**config.mk**
```make
export PLATFORM = sky130hd
export DESIGN_NAME = multi_policy_ready_queue_scheduler_unit
export DESIGN_NICKNAME = d
export VERILOG_FILES = /design/src/rtl/core/mprq_pkg.sv /design/src/rtl/core/mprq_datapath.sv /design/src/rtl/core/mprq_controller.sv /design/src/rtl/core/multi_policy_ready_queue_scheduler_unit.sv
export SDC_FILE = /design/constraint.sdc
export NUM_CORES = 1
export LEC_CHECK = 0
export BUFFER_PORTS_ARGS = -buffer_cell sky130_fd_sc_hd__buf_2
export CAP_MARGIN = 15
export CORE_UTILIZATION = 35
export CTS_BUF_LIST = sky130_fd_sc_hd__clkbuf_8
export DETAILED_ROUTE_END_ITERATION = 16
export GPL_TIMING_DRIVEN = 0
export HOLD_SLACK_MARGIN = 0.02
export SYNTH_ARGS = -nofsm -noshare
export SYNTH_HDL_FRONTEND = slang
export SYNTH_HIERARCHICAL = 1
export SYNTH_SLANG_ARGS = --single-unit
```
**constraint.sdc**
```tcl
create_clock -name clk -period 17.18 [get_ports clk]
set_input_delay 3.436 -clock clk [delete_from_list [all_inputs] [get_ports clk]]
set_output_delay 3.436 -clock clk [all_outputs]
set_load 0.1 [all_outputs]
```
**src/rtl/core/mprq_pkg.sv**
```systemverilog
// Shared types and codes for the multi-policy ready queue scheduler.
`default_nettype none
package mprq_pkg;

  localparam logic [1:0] CMD_ENQ    = 2'd0;
  localparam logic [1:0] CMD_SELECT = 2'd1;
  localparam logic [1:0] CMD_CHANGE = 2'd2;

  localparam logic [1:0] POL_RR  = 2'd0;
  localparam logic [1:0] POL_LOT = 2'd1;
  localparam logic [1:0] POL_RT  = 2'd2;

  localparam logic [1:0] ST_OK       = 2'd0;
  localparam logic [1:0] ST_FULL     = 2'd1;
  localparam logic [1:0] ST_NOTHING  = 2'd2;
  localparam logic [1:0] ST_NOTFOUND = 2'd3;

  localparam int RND_W = 31;

  typedef enum logic [1:0] {
    OP_NONE,
    OP_PUT,
    OP_DROP,
    OP_MOVE
  } op_t;

  typedef struct packed {
    logic [7:0] task_id;
    logic [1:0] policy;
    logic [7:0] tickets;
    logic [7:0] prio;
  } entry_t;

  typedef struct packed {
    logic       load;
    logic       div_step;
    logic       walk_step;
    logic       apply;
    op_t        op;
    logic [1:0] st;
  } ctrl_t;

  typedef struct packed {
    logic [1:0] cmd;
    logic [1:0] sel;
    logic       occ_zero;
    logic       full;
    logic       sum_zero;
    logic       div_last;
    logic       walk_stop;
    logic       walk_hit;
  } stat_t;

endpackage
`default_nettype wire

```
**src/rtl/core/mprq_datapath.sv**
```systemverilog
// Ready table, lottery modulo unit, table walk and result register.
`default_nettype none
module mprq_datapath import mprq_pkg::*; #(
  parameter int TABLE_DEPTH = 16,
  parameter int IW = 4,
  parameter int CW = 5,
  parameter int SW = 12
) (
  input  wire logic             clk,
  input  wire logic             rst,
  input  wire ctrl_t            ctrl,
  output stat_t                 stat,
  input  wire logic [1:0]       cmd,
  input  wire logic [7:0]       task_id,
  input  wire logic [1:0]       policy,
  input  wire logic [7:0]       tickets,
  input  wire logic [7:0]       priority_req,
  input  wire logic [1:0]       select_policy,
  input  wire logic [RND_W-1:0] random_value,
  output logic [1:0]            res_status,
  output logic [7:0]            res_picked,
  output logic [CW-1:0]         res_count,
  output logic [SW-1:0]         res_total
);

  entry_t           tbl [TABLE_DEPTH];
  logic [CW-1:0]    occ;
  logic [SW-1:0]    lsum;
  logic [1:0]       cmd_q;
  logic [7:0]       id_q;
  logic [1:0]       pol_q;
  logic [7:0]       tk_q;
  logic [7:0]       pr_q;
  logic [1:0]       sel_q;
  logic [RND_W-1:0] rnd_sh;
  logic [SW-1:0]    rem;
  logic [4:0]       dcnt;
  logic [IW-1:0]    idx;
  logic [SW-1:0]    acc;
  logic [IW-1:0]    best;
  logic [7:0]       best_pr;
  logic [IW-1:0]    pos;

  entry_t           cur;
  entry_t           pe;
  logic [SW:0]      rem_sh;
  logic [SW-1:0]    acc_next;
  logic             last;
  logic             hit_now;
  logic             rt_better;
  logic             mode_change;
  logic             mode_lot;
  logic [CW-1:0]    occ_next;
  logic [SW-1:0]    lsum_next;
  logic [SW-1:0]    old_tk;
  logic [SW-1:0]    new_tk;

  always_comb begin
    cur         = tbl[idx];
    pe          = tbl[pos];
    rem_sh      = {rem, rnd_sh[RND_W-1]};
    mode_change = (cmd_q == CMD_CHANGE);
    mode_lot    = (sel_q == POL_LOT);
    last        = ((CW'(idx) + CW'(1)) == occ);
    acc_next    = acc + ((cur.policy == POL_LOT) ? SW'(cur.tickets) : SW'(0));
    rt_better   = (idx == '0) || ((cur.policy == POL_RT) && (cur.prio > best_pr));
    if (mode_change) begin
      hit_now = (cur.task_id == id_q);
    end else if (mode_lot) begin
      hit_now = (cur.policy == POL_LOT) && (acc_next > rem);
    end else begin
      hit_now = 1'b0;
    end
    old_tk = (pe.policy == POL_LOT) ? SW'(pe.tickets) : SW'(0);
    unique case (ctrl.op)
      OP_PUT: begin
        occ_next  = occ + CW'(1);
        lsum_next = lsum + ((pol_q == POL_LOT) ? SW'(tk_q) : SW'(0));
        new_tk    = '0;
      end
      OP_DROP: begin
        occ_next  = occ - CW'(1);
        lsum_next = lsum - old_tk;
        new_tk    = '0;
      end
      OP_MOVE: begin
        new_tk    = (pol_q == POL_LOT) ? SW'(pe.tickets) : SW'(0);
        occ_next  = occ;
        lsum_next = lsum - old_tk + new_tk;
      end
      default: begin
        occ_next  = occ;
        lsum_next = lsum;
        new_tk    = '0;
      end
    endcase
    stat.cmd       = cmd_q;
    stat.sel       = sel_q;
    stat.occ_zero  = (occ == '0);
    stat.full      = (occ >= CW'(TABLE_DEPTH));
    stat.sum_zero  = (lsum == '0);
    stat.div_last  = (dcnt == 5'(RND_W - 1));
    stat.walk_stop = hit_now || last;
    stat.walk_hit  = (mode_change || mode_lot) ? hit_now : 1'b1;
  end

  always_ff @(posedge clk) begin
    if (rst) begin
      occ  <= '0;
      lsum <= '0;
    end else if (ctrl.apply) begin
      occ  <= occ_next;
      lsum <= lsum_next;
    end
  end

  always_ff @(posedge clk) begin
    if (ctrl.load) begin
      cmd_q   <= cmd;
      id_q    <= task_id;
      pol_q   <= policy;
      tk_q    <= tickets;
      pr_q    <= priority_req;
      sel_q   <= select_policy;
      rnd_sh  <= random_value;
      rem     <= '0;
      dcnt    <= '0;
      idx     <= '0;
      acc     <= '0;
      best    <= '0;
      best_pr <= '0;
      pos     <= '0;
    end
    if (ctrl.div_step) begin
      if (rem_sh >= {1'b0, lsum}) begin
        rem <= SW'(rem_sh - {1'b0, lsum});
      end else begin
        rem <= SW'(rem_sh);
      end
      rnd_sh <= {rnd_sh[RND_W-2:0], 1'b0};
      dcnt   <= dcnt + 5'd1;
    end
    if (ctrl.walk_step) begin
      idx <= idx + IW'(1);
      acc <= acc_next;
      if (mode_change || mode_lot) begin
        if (hit_now) begin
          pos <= idx;
        end
      end else if (rt_better) begin
        best    <= idx;
        best_pr <= cur.prio;
        pos     <= idx;
      end else begin
        pos <= best;
      end
    end
    if (ctrl.apply) begin
      res_status <= ctrl.st;
      res_picked <= (ctrl.op == OP_DROP) ? pe.task_id : 8'd0;
      res_count  <= occ_next;
      res_total  <= lsum_next;
      if (ctrl.op == OP_PUT) begin
        tbl[occ[IW-1:0]] <= '{task_id: id_q, policy: pol_q, tickets: tk_q, prio: pr_q};
      end
      if ((ctrl.op == OP_DROP) || (ctrl.op == OP_MOVE)) begin
        for (int k = 0; k < TABLE_DEPTH; k++) begin
          if (k >= int'(pos)) begin
            if ((ctrl.op == OP_MOVE) && (k == int'(occ) - 1)) begin
              tbl[k] <= '{task_id: id_q, policy: pol_q, tickets: pe.tickets, prio: pe.prio};
            end else if (k + 1 < TABLE_DEPTH) begin
              tbl[k] <= tbl[k + 1];
            end
          end
        end
      end
    end
  end

endmodule
`default_nettype wire

```
**src/rtl/core/mprq_controller.sv**
```systemverilog
// Command sequencer for the scheduler: decode, modulo, walk and apply.
`default_nettype none
module mprq_controller import mprq_pkg::*; (
  input  wire logic  clk,
  input  wire logic  rst,
  input  wire logic  in_valid,
  output logic       in_ready,
  output logic       out_valid,
  input  wire logic  out_ready,
  input  wire stat_t stat,
  output ctrl_t      ctrl
);

  typedef enum logic [2:0] {
    S_IDLE,
    S_PREP,
    S_DIV,
    S_WALK,
    S_APPLY
  } state_t;

  state_t     state;
  op_t        op_q;
  logic [1:0] st_q;

  always_comb begin
    in_ready       = (state == S_IDLE);
    ctrl.load      = in_valid && (state == S_IDLE);
    ctrl.div_step  = (state == S_DIV);
    ctrl.walk_step = (state == S_WALK);
    ctrl.apply     = (state == S_APPLY) && (!out_valid || out_ready);
    ctrl.op        = op_q;
    ctrl.st        = st_q;
  end

  always_ff @(posedge clk) begin
    if (rst) begin
      state     <= S_IDLE;
      out_valid <= 1'b0;
      op_q      <= OP_NONE;
      st_q      <= ST_OK;
    end else begin
      if (ctrl.apply) begin
        out_valid <= 1'b1;
      end else if (out_ready) begin
        out_valid <= 1'b0;
      end
      unique case (state)
        S_IDLE: begin
          if (in_valid) begin
            state <= S_PREP;
          end
        end
        S_PREP: begin
          state <= S_APPLY;
          op_q  <= OP_NONE;
          st_q  <= ST_OK;
          priority case (stat.cmd)
            CMD_ENQ: begin
              if (stat.full) begin
                st_q <= ST_FULL;
              end else begin
                op_q <= OP_PUT;
              end
            end
            CMD_SELECT: begin
              if (stat.occ_zero) begin
                st_q <= ST_NOTHING;
              end else begin
                priority case (stat.sel)
                  POL_RR:  op_q <= OP_DROP;
                  POL_LOT: begin
                    if (stat.sum_zero) begin
                      st_q <= ST_NOTHING;
                    end else begin
                      state <= S_DIV;
                    end
                  end
                  POL_RT:  state <= S_WALK;
                  default: st_q <= ST_NOTHING;
                endcase
              end
            end
            CMD_CHANGE: begin
              if (stat.occ_zero) begin
                st_q <= ST_NOTFOUND;
              end else begin
                state <= S_WALK;
              end
            end
            default: ;
          endcase
        end
        S_DIV: begin
          if (stat.div_last) begin
            state <= S_WALK;
          end
        end
        S_WALK: begin
          if (stat.walk_stop) begin
            state <= S_APPLY;
            if (stat.walk_hit) begin
              op_q <= (stat.cmd == CMD_CHANGE) ? OP_MOVE : OP_DROP;
              st_q <= ST_OK;
            end else begin
              op_q <= OP_NONE;
              st_q <= (stat.cmd == CMD_CHANGE) ? ST_NOTFOUND : ST_NOTHING;
            end
          end
        end
        S_APPLY: begin
          if (ctrl.apply) begin
            state <= S_IDLE;
          end
        end
        default: state <= S_IDLE;
      endcase
    end
  end

endmodule
`default_nettype wire

```
**src/rtl/core/multi_policy_ready_queue_scheduler_unit.sv**
```systemverilog
// Top level: stream ports around the scheduler controller and datapath.
// Enqueue and round robin go from decode to apply; realtime and change walk the queued
// entries first, and lottery runs a bit-serial modulo of the random value, then walks.
// Throughput: one command at a time; the next is taken once the result is registered.
// Reset: synchronous, clears table occupancy, ticket total and the output valid.
// Table contents are not cleared; entries are written before they are read.
`default_nettype none
module multi_policy_ready_queue_scheduler_unit import mprq_pkg::*; #(
  parameter int TABLE_DEPTH = 16
) (
  input  wire logic                   clk,
  input  wire logic                   rst,
  input  wire logic                   s_tvalid,
  output logic                        s_tready,
  // cmd, task_id, policy, tickets, priority_req, select_policy, random_value
  input  wire logic [63:0]            s_tdata,
  output logic                        m_tvalid,
  input  wire logic                   m_tready,
  // status, picked_id, entry_count, ticket_total
  output logic [((22 + $clog2(TABLE_DEPTH + 1) + 7) / 8) * 8 - 1:0] m_tdata
);

  localparam int IW    = $clog2(TABLE_DEPTH);
  localparam int CW    = $clog2(TABLE_DEPTH + 1);
  localparam int SW    = 8 + IW;
  localparam int OUT_W = ((22 + CW + 7) / 8) * 8;

  ctrl_t         ctrl;
  stat_t         stat;
  logic [1:0]    res_status;
  logic [7:0]    res_picked;
  logic [CW-1:0] res_count;
  logic [SW-1:0] res_total;

  mprq_controller u_ctrl (
    .clk       (clk),
    .rst       (rst),
    .in_valid  (s_tvalid),
    .in_ready  (s_tready),
    .out_valid (m_tvalid),
    .out_ready (m_tready),
    .stat      (stat),
    .ctrl      (ctrl)
  );

  mprq_datapath #(
    .TABLE_DEPTH (TABLE_DEPTH),
    .IW          (IW),
    .CW          (CW),
    .SW          (SW)
  ) u_dp (
    .clk           (clk),
    .rst           (rst),
    .ctrl          (ctrl),
    .stat          (stat),
    .cmd           (s_tdata[1:0]),
    .task_id       (s_tdata[9:2]),
    .policy        (s_tdata[11:10]),
    .tickets       (s_tdata[19:12]),
    .priority_req  (s_tdata[27:20]),
    .select_policy (s_tdata[29:28]),
    .random_value  (s_tdata[60:30]),
    .res_status    (res_status),
    .res_picked    (res_picked),
    .res_count     (res_count),
    .res_total     (res_total)
  );

  assign m_tdata = OUT_W'({12'(res_total), res_count, res_picked, res_status});

endmodule
`default_nettype wire

```
---- Word level (Yosys, flattened, before mapping) ----
Memory sizes are Yosys's and may differ from the RTL's. A register that Yosys moved wholly into a read port is not among the register bits.
Index checks and enable logic that the tools add are counted.
word-level totals
  register bits ........................... 162
  bits in writable memories ............... 416
  input port bits ......................... 68
  output and inout bits ................... 34
  word-level logic and storage cells ...... 386
  memories ................................ 1
memories
  memory    depth  width  read ports  clocked after Yosys merged registers in  write ports  RTL line             RTL
  u_dp.tbl  16     26     17          2                                        16           mprq_datapath.sv:26  entry_t tbl [TABLE_DEPTH];
cells by class
  $add $sub $neg .......................... 11
  order comparisons ....................... 19
  eq/ne operators ......................... 37
  muxes and demuxes ....................... 237
  bitwise logic cells ..................... 15
  reductions and logical operators ........ 41
operators by type and width
  kind                   count
  $mux W26               16
  $eq A5 B32 Y1 const A  8
  $mux W1                166
  $eq A4 B32 Y1 const A  4
  $eq A3 B32 Y1 const A  2
  $mux W8                8
  $mux W31               2
  $mux W4                13
  $mux W12               4
  $add A12 B12 Y12       3
  $pmux W12 S3           1
  $eq A2 B32 Y1 const A  1
  $logic_not A32 Y1      1
  $ge A4 B4 Y1 const A   7
  $reduce_or A26 Y1      1
  $sub A12 B12 Y12       2
  $mux W3                7
  $logic_and A1 B1 Y1    20
  $mux W2                9
  $ge A3 B4 Y1 const A   4
  $pmux W2 S2            4
  $or A1 B1 Y1           15
  $pmux W3 S5            1
  $ge A13 B12 Y1         1
  other kinds (35)       60

---- Depth between registers and ports, before layout ----
  word-level depth ........................ 11
  gate-level depth with buffers ........... 31

---- By module ----
Netlist, hierarchy kept.
by module, submodules not included
  module                                   times used  cells an instance  area each (um^2)  sequential area each (um^2)
  mprq_datapath                            1           3014               35358.9           16856.2
  mprq_controller                          1           77                 630.6             160.2
  multi_policy_ready_queue_scheduler_unit  1           6                  41.3              0.0

---- Worst setup path after synthesis ----
OpenSTA, ideal clock, no wires.
  kind .................................... input to register
  start point ............................. input port m_tready
  end point ............................... memory u_dp/tbl[13][0] in the netlist's numbering, enable pin
  arrival time ............................ 7099 ps
  required time ........................... 16735 ps
  path slack .............................. 9635 ps
  cell stages on the path ................. 6
  buffers on the path ..................... 2
  path through ............................ nand2b_1 and2b_1 clkbuf_1 buf_1 nand3_1 o21ai_0
RTL lines
  item             RTL line                                       RTL
  start, declared  multi_policy_ready_queue_scheduler_unit.sv:18  input wire logic m_tready,
  end, declared    mprq_datapath.sv:26

==> impl_metrics.prom <==
# TYPE chip_impl_metric gauge
chip_impl_metric{name="power_leakage",unit="uW"} 0.0143
chip_impl_metric{name="combinational_cell_fraction_of_total_power",unit="%"} 15.6
chip_impl_metric{name="timing.critical_path.arrival",unit="ns"} 8.94
chip_impl_metric{name="relSlewSlack",unit="%"} 13.9
chip_impl_metric{name="period_share",unit="%"} 48.1
chip_impl_metric{name="num_vias",unit=""} 30400
chip_impl_metric{name="critical_path.max_stage_delay",unit="ns"} 0.58
chip_impl_metric{name="hold-path-cell-count",unit=""} 0
chip_impl_info{name="critical_path_s_top_delay_family",value="compound AO/OA/AOI/OAI gates"} 1
chip_impl_metric{name="cts_max_level",unit=""} 3
chip_impl_info{name="clockRootBuffer",value="clkbuf_8"} 1
chip_impl_metric{name="period_needed",unit="ns"} 8.26
chip_impl_metric{name="boundaryPins",unit=""} 102
chip_impl_info{name="crit_slowest_cell",value="a21oi_1"} 1
chip_impl_metric{name="syn_inst",unit=""} 3097
chip_impl_metric{name="switchingPower",unit="uW"} 1020
chip_impl_metric{name="grt_remaining_overflow",unit=""} 0
chip_impl_metric{name="clock_sinks",unit=""} 582
chip_impl_info{name="combinational_family_with_the_most_area_after_synthesis",value="multiplexers"} 1
chip_impl_metric{name="number_of_maximum_capacitance_violations",unit=""} 0
chip_impl_metric{name="maxSlewViolCount",unit=""} 0
chip_impl_metric{name="core",unit="um2"} 102000
chip_impl_metric{name="fin_skew",unit="ns"} 0.0950
chip_impl_metric{name="via_per_inst",unit=""} 6.34
chip_impl_metric{name="compound_gate_fraction_of_synth_area",unit="%"} 15.1
chip_impl_info{name="setup_crit_path_kind",value="reg2reg"} 1
chip_impl_metric{name="drive_above_1_share",unit="%"} 22.7
chip_impl_metric{name="xor_xnor_cell_area_share_of_the_yosys_netlist",unit="%"} 1.58
chip_impl_metric{name="yosys.area_share.adder",unit="%"} 3.18
chip_impl_metric{name="cells_resized_by_post_cts_repair",unit=""} 0
chip_impl_metric{name="worst-r2r-cell-count",unit=""} 30
chip_impl_metric{name="met2_usage",unit="%"} 40.7
chip_impl_info{name="grt_setup_unrepaired",value="no"} 1
chip_impl_metric{name="final-hold-violation-count",unit=""} 0
chip_impl_info{name="layout_commonest_cell",value="edfxtp_1"} 1
chip_impl_metric{name="layout.cell_area.non_filler",unit="um2"} 41100
chip_impl_metric{name="cts_buffers",unit=""} 106
chip_impl_info{name="outcome",value="complete, no violations"} 1
chip_impl_metric{name="area_of_combinational_cells_with_multiple_inputs",unit="um2"} 17700
chip_impl_metric{name="worst_setup_hold_path_clk_slew",unit="ns"} 0.07
chip_impl_metric{name="initial_core_util",unit="%"} 35.4
chip_impl_metric{name="routed_wirelength",unit="um"} 144000
chip_impl_info{name="worst_min_delay_path_startpoint",value="u_dp/id_q[4]"} 1
chip_impl_info{name="worstSetupEndpointType",value="register"} 1
chip_impl_metric{name="utilization",unit="%"} 40.3
chip_impl_metric{name="largest_net_degree_at_the_start_of_global_routing",unit=""} 48
chip_impl_metric{name="number_of_different_library_cells_in_the_post_synthesis_netlist",unit=""} 84
chip_impl_metric{name="number_of_setup_violations_in_the_final_report",unit=""} 0
chip_impl_info{name="worstHoldPathType",value="reg2reg"} 1
chip_impl_info{name="tritoncts",value="done"} 1
chip_impl_metric{name="power.switching_fraction",unit="%"} 28.4
chip_impl_metric{name="numnets_final",unit=""} 3482
chip_impl_metric{name="worst_slew_pin_slew",unit="ns"} 1.29
chip_impl_metric{name="syn_to_final_growth",unit="%"} 13.9
chip_impl_metric{name="cp_data_required_time",unit="ns"} 17.86
chip_impl_metric{name="port-buffer-count",unit=""} 93
chip_impl_metric{name="r2r_setup_slack",unit="ns"} 8.92
chip_impl_metric{name="clock_latency_on_the_worst_skew_pair",unit="ns"} 0.80
chip_impl_metric{name="synth-async-reset-ratio",unit="%"} 0
chip_impl_metric{name="cp_num_buf_inv",unit=""} 7
chip_impl_metric{name="post_cts_hold_fix_bufs",unit=""} 0
chip_impl_metric{name="first_iter_violations",unit=""} 4643
chip_impl_metric{name="die_x",unit="um"} 323
chip_impl_metric{name="grt_use_total",unit="%"} 27.1
chip_impl_metric{name="gpl_congestion",unit=""} 1.02
chip_impl_metric{name="synth.ff_latch_count",unit=""} 582
chip_impl_metric{name="setup_tns",unit="ns"} 0
chip_impl_metric{name="post-layout-total-power",unit="uW"} 3580
chip_impl_metric{name="synth.mux.area_fraction",unit="%"} 20.1
chip_impl_metric{name="timing.hold.ws",unit="ns"} 0.426
chip_impl_metric{name="max_freq",unit="MHz"} 121
chip_impl_metric{name="grt_antenna_before_repair",unit=""} 5
chip_impl_metric{name="drc",unit=""} 0
chip_impl_metric{name="power_density",unit="nW/um2"} 87.1
chip_impl_metric{name="postCtsSetupRepairBufs",unit=""} 0
chip_impl_metric{name="floorplan.die_area",unit="um2"} 104000
chip_impl_metric{name="gr-usage-met1",unit="%"} 35.2
chip_impl_metric{name="fillCellCount",unit=""} 9916
chip_impl_metric{name="register_area_share_after_synthesis",unit="%"} 47.2
chip_impl_metric{name="grt_use_met3",unit="%"} 8.47
chip_impl_metric{name="grt_pass1_wl",unit="um"} 203000
chip_impl_metric{name="vias_in_the_first_global_route",unit=""} 28700
chip_impl_info{name="reg2reg_to",value="u_ctrl/state[2]"} 1
chip_impl_metric{name="timing.critical_path.fanout_max",unit=""} 10
chip_impl_metric{name="placed_cell_area",unit="um2"} 38900
chip_impl_metric{name="yosysWarnings",unit=""} 6
chip_impl_info{name="synth_top_flop_cell",value="edfxtp_1"} 1
chip_impl_info{name="critPathLaunchType",value="register"} 1
chip_impl_metric{name="die_h",unit="um"} 323
chip_impl_metric{name="synthesis.area_per_instance",unit="um2"} 11.6
chip_impl_metric{name="detail_route.first_pass.iterations",unit=""} 10
chip_impl_metric{name="vdd.ir_drop.worst",unit="mV"} 0.0701
chip_impl_metric{name="placement_rows",unit=""} 117
chip_impl_metric{name="hpwl",unit="um"} 99700
chip_impl_metric{name="edff_count_synth",unit=""} 536
chip_impl_metric{name="regArea",unit="um2"} 17000
chip_impl_metric{name="synth-simple-area-share",unit="%"} 8.53
chip_impl_info{name="busiest_layer",value="met2"} 1
chip_impl_metric{name="clock_share_of_power",unit="%"} 38.9
chip_impl_metric{name="drt-wirelength-per-cell",unit="um"} 30.2
chip_impl_info{name="worst_hold_path.endpoint",value="u_dp/tbl[15][22]"} 1
chip_impl_metric{name="internal_power",unit="uW"} 2560
chip_impl_metric{name="syn-cell-area",unit="um2"} 36000
chip_impl_metric{name="ant_nets",unit=""} 0
chip_impl_info{name="layout.cells.most_common_list",value="536 x edfxtp_1, 338 x o21ai_0, 242 x nand2_1"} 1
chip_impl_metric{name="seq_power_share",unit="%"} 45.5
chip_impl_metric{name="cts_buffer_depth",unit=""} 3
[cells in the mapped netlist, types with 81 or more instances]
cell,instances,area share [%]
a22oi_1,124,2.6
inv_1,81,0.84
mux2i_1,91,2.5
edfxtp_1,536,45
ha_1,82,2.8
a21oi_1,181,2.5
nand2_1,242,2.5
nor2_1,213,2.2
mux2_2,170,5.3
mux4_2,183,11
clkbuf_1,173,1.8
o21ai_0,353,4.9
[metrics by stage]
| stage | setup slack [ns] | std cells |
|---|---|---|
| after detailed placement | 9.17 | 4584 |
| after global routing | 8.44 | 4783 |
| after CTS | 9.14 | 4780 |
| final | 8.92 | 4785 |
| after global placement | 4.84 | 4562 |
| after floorplan | 9.64 | 3101 |
[power groups by stage]
stage / Combinational, uW / Clock, uW / Sequential (uW)
after global placement: 531 / 0 / 1660
after detailed placement: 545 / 0 / 1660
after floorplan: 363 / 0 / 1670
after CTS: 547 / 1410 / 1630
final: 559 / 1390 / 1630
after global routing: 597 / 1470 / 1630
[registers in the layout (all words and copies together) (netlist names), 3 cells and up, named ones only]
register         cells
u_dp/acc            12
u_dp/best_pr         8
u_dp/best            4
u_dp/pr_q            8
u_dp/tbl           416
u_dp/tk_q            8
u_dp/res_count       5
u_ctrl/state         3
u_dp/occ             5
u_dp/res_picked      8
u_dp/dcnt            5
u_dp/lsum           12
u_dp/id_q            8
u_dp/pos             4
u_dp/rem            12
u_dp/res_total      12
u_dp/rnd_sh         31
u_dp/idx             4
[worst reg2reg max path, delay by kind of cell, from the launching register on]
family	cells	cell delay, ns
flip-flops	1	0.32
XOR/XNOR	1	0.22
adder cells (fa/ha/maj)	2	0.72
buffers and inverters	7	2.24
AO/OA/AOI/OAI	12	3.22
AND/OR/NAND/NOR	6	1.08
multiplexers	2	0.39
[kinds of logic (layout without fill, tap and decap cells)]
| group | after synthesis | count (layout) |
|---|---|---|
| buffers and inverters | 362 | 675 |
| flip-flops | 582 | 582 |
| multiplexers | 458 | 458 |
| AO/OA/AOI/OAI | 868 | 868 |
| adder cells (fa/ha/maj) | 88 | 88 |
| XOR/XNOR | 65 | 65 |
| AND/OR/NAND/NOR | 673 | 673 |
| other | 1 | 8 |
[routing by layer]
| metal | wire, um | share of wire, % | up-vias |
|---|---|---|---|
| met3 | 20000 | 14 | 508 |
| met1 | 54100 | 37 | 15000 |
| met4 | 8030 | 5.6 | 2 |
| met2 | 62300 | 43 | 2450 |
| li1 | - | - | 12400 |
| met5 | 18 | 0.012 | - |
[layout make-up]
class	instances	area share (%)
inverter	84	0.768
clock inverter	87	1.58
buffer	278	3.03
sequential	582	41.5
multi-input combinational	2157	43.0
tap	1368	4.17
antenna	3	0.0183
clock buffer	109	3.65
timing repair buffer	117	2.30
[how the worst max path moves through the flow]
| stage | from | cells past startpoint | slack [ns] | to |
|---|---|---|---|---|
| finish | register | 30 | 8.92 | u_ctrl/state[2] |
| global route | register | 30 | 8.44 | u_ctrl/op_q[0] |
| CTS | register | 30 | 9.14 | u_ctrl/state[2] |
| detailed placement | register | 30 | 9.17 | u_ctrl/state[2] |
| global placement | m_tready | 7 | 4.84 | u_dp/tbl[13][13] |
| floorplan | m_tready | 6 | 9.64 | u_dp/tbl[13][0] |
Power figures use the tool's default switching activity.
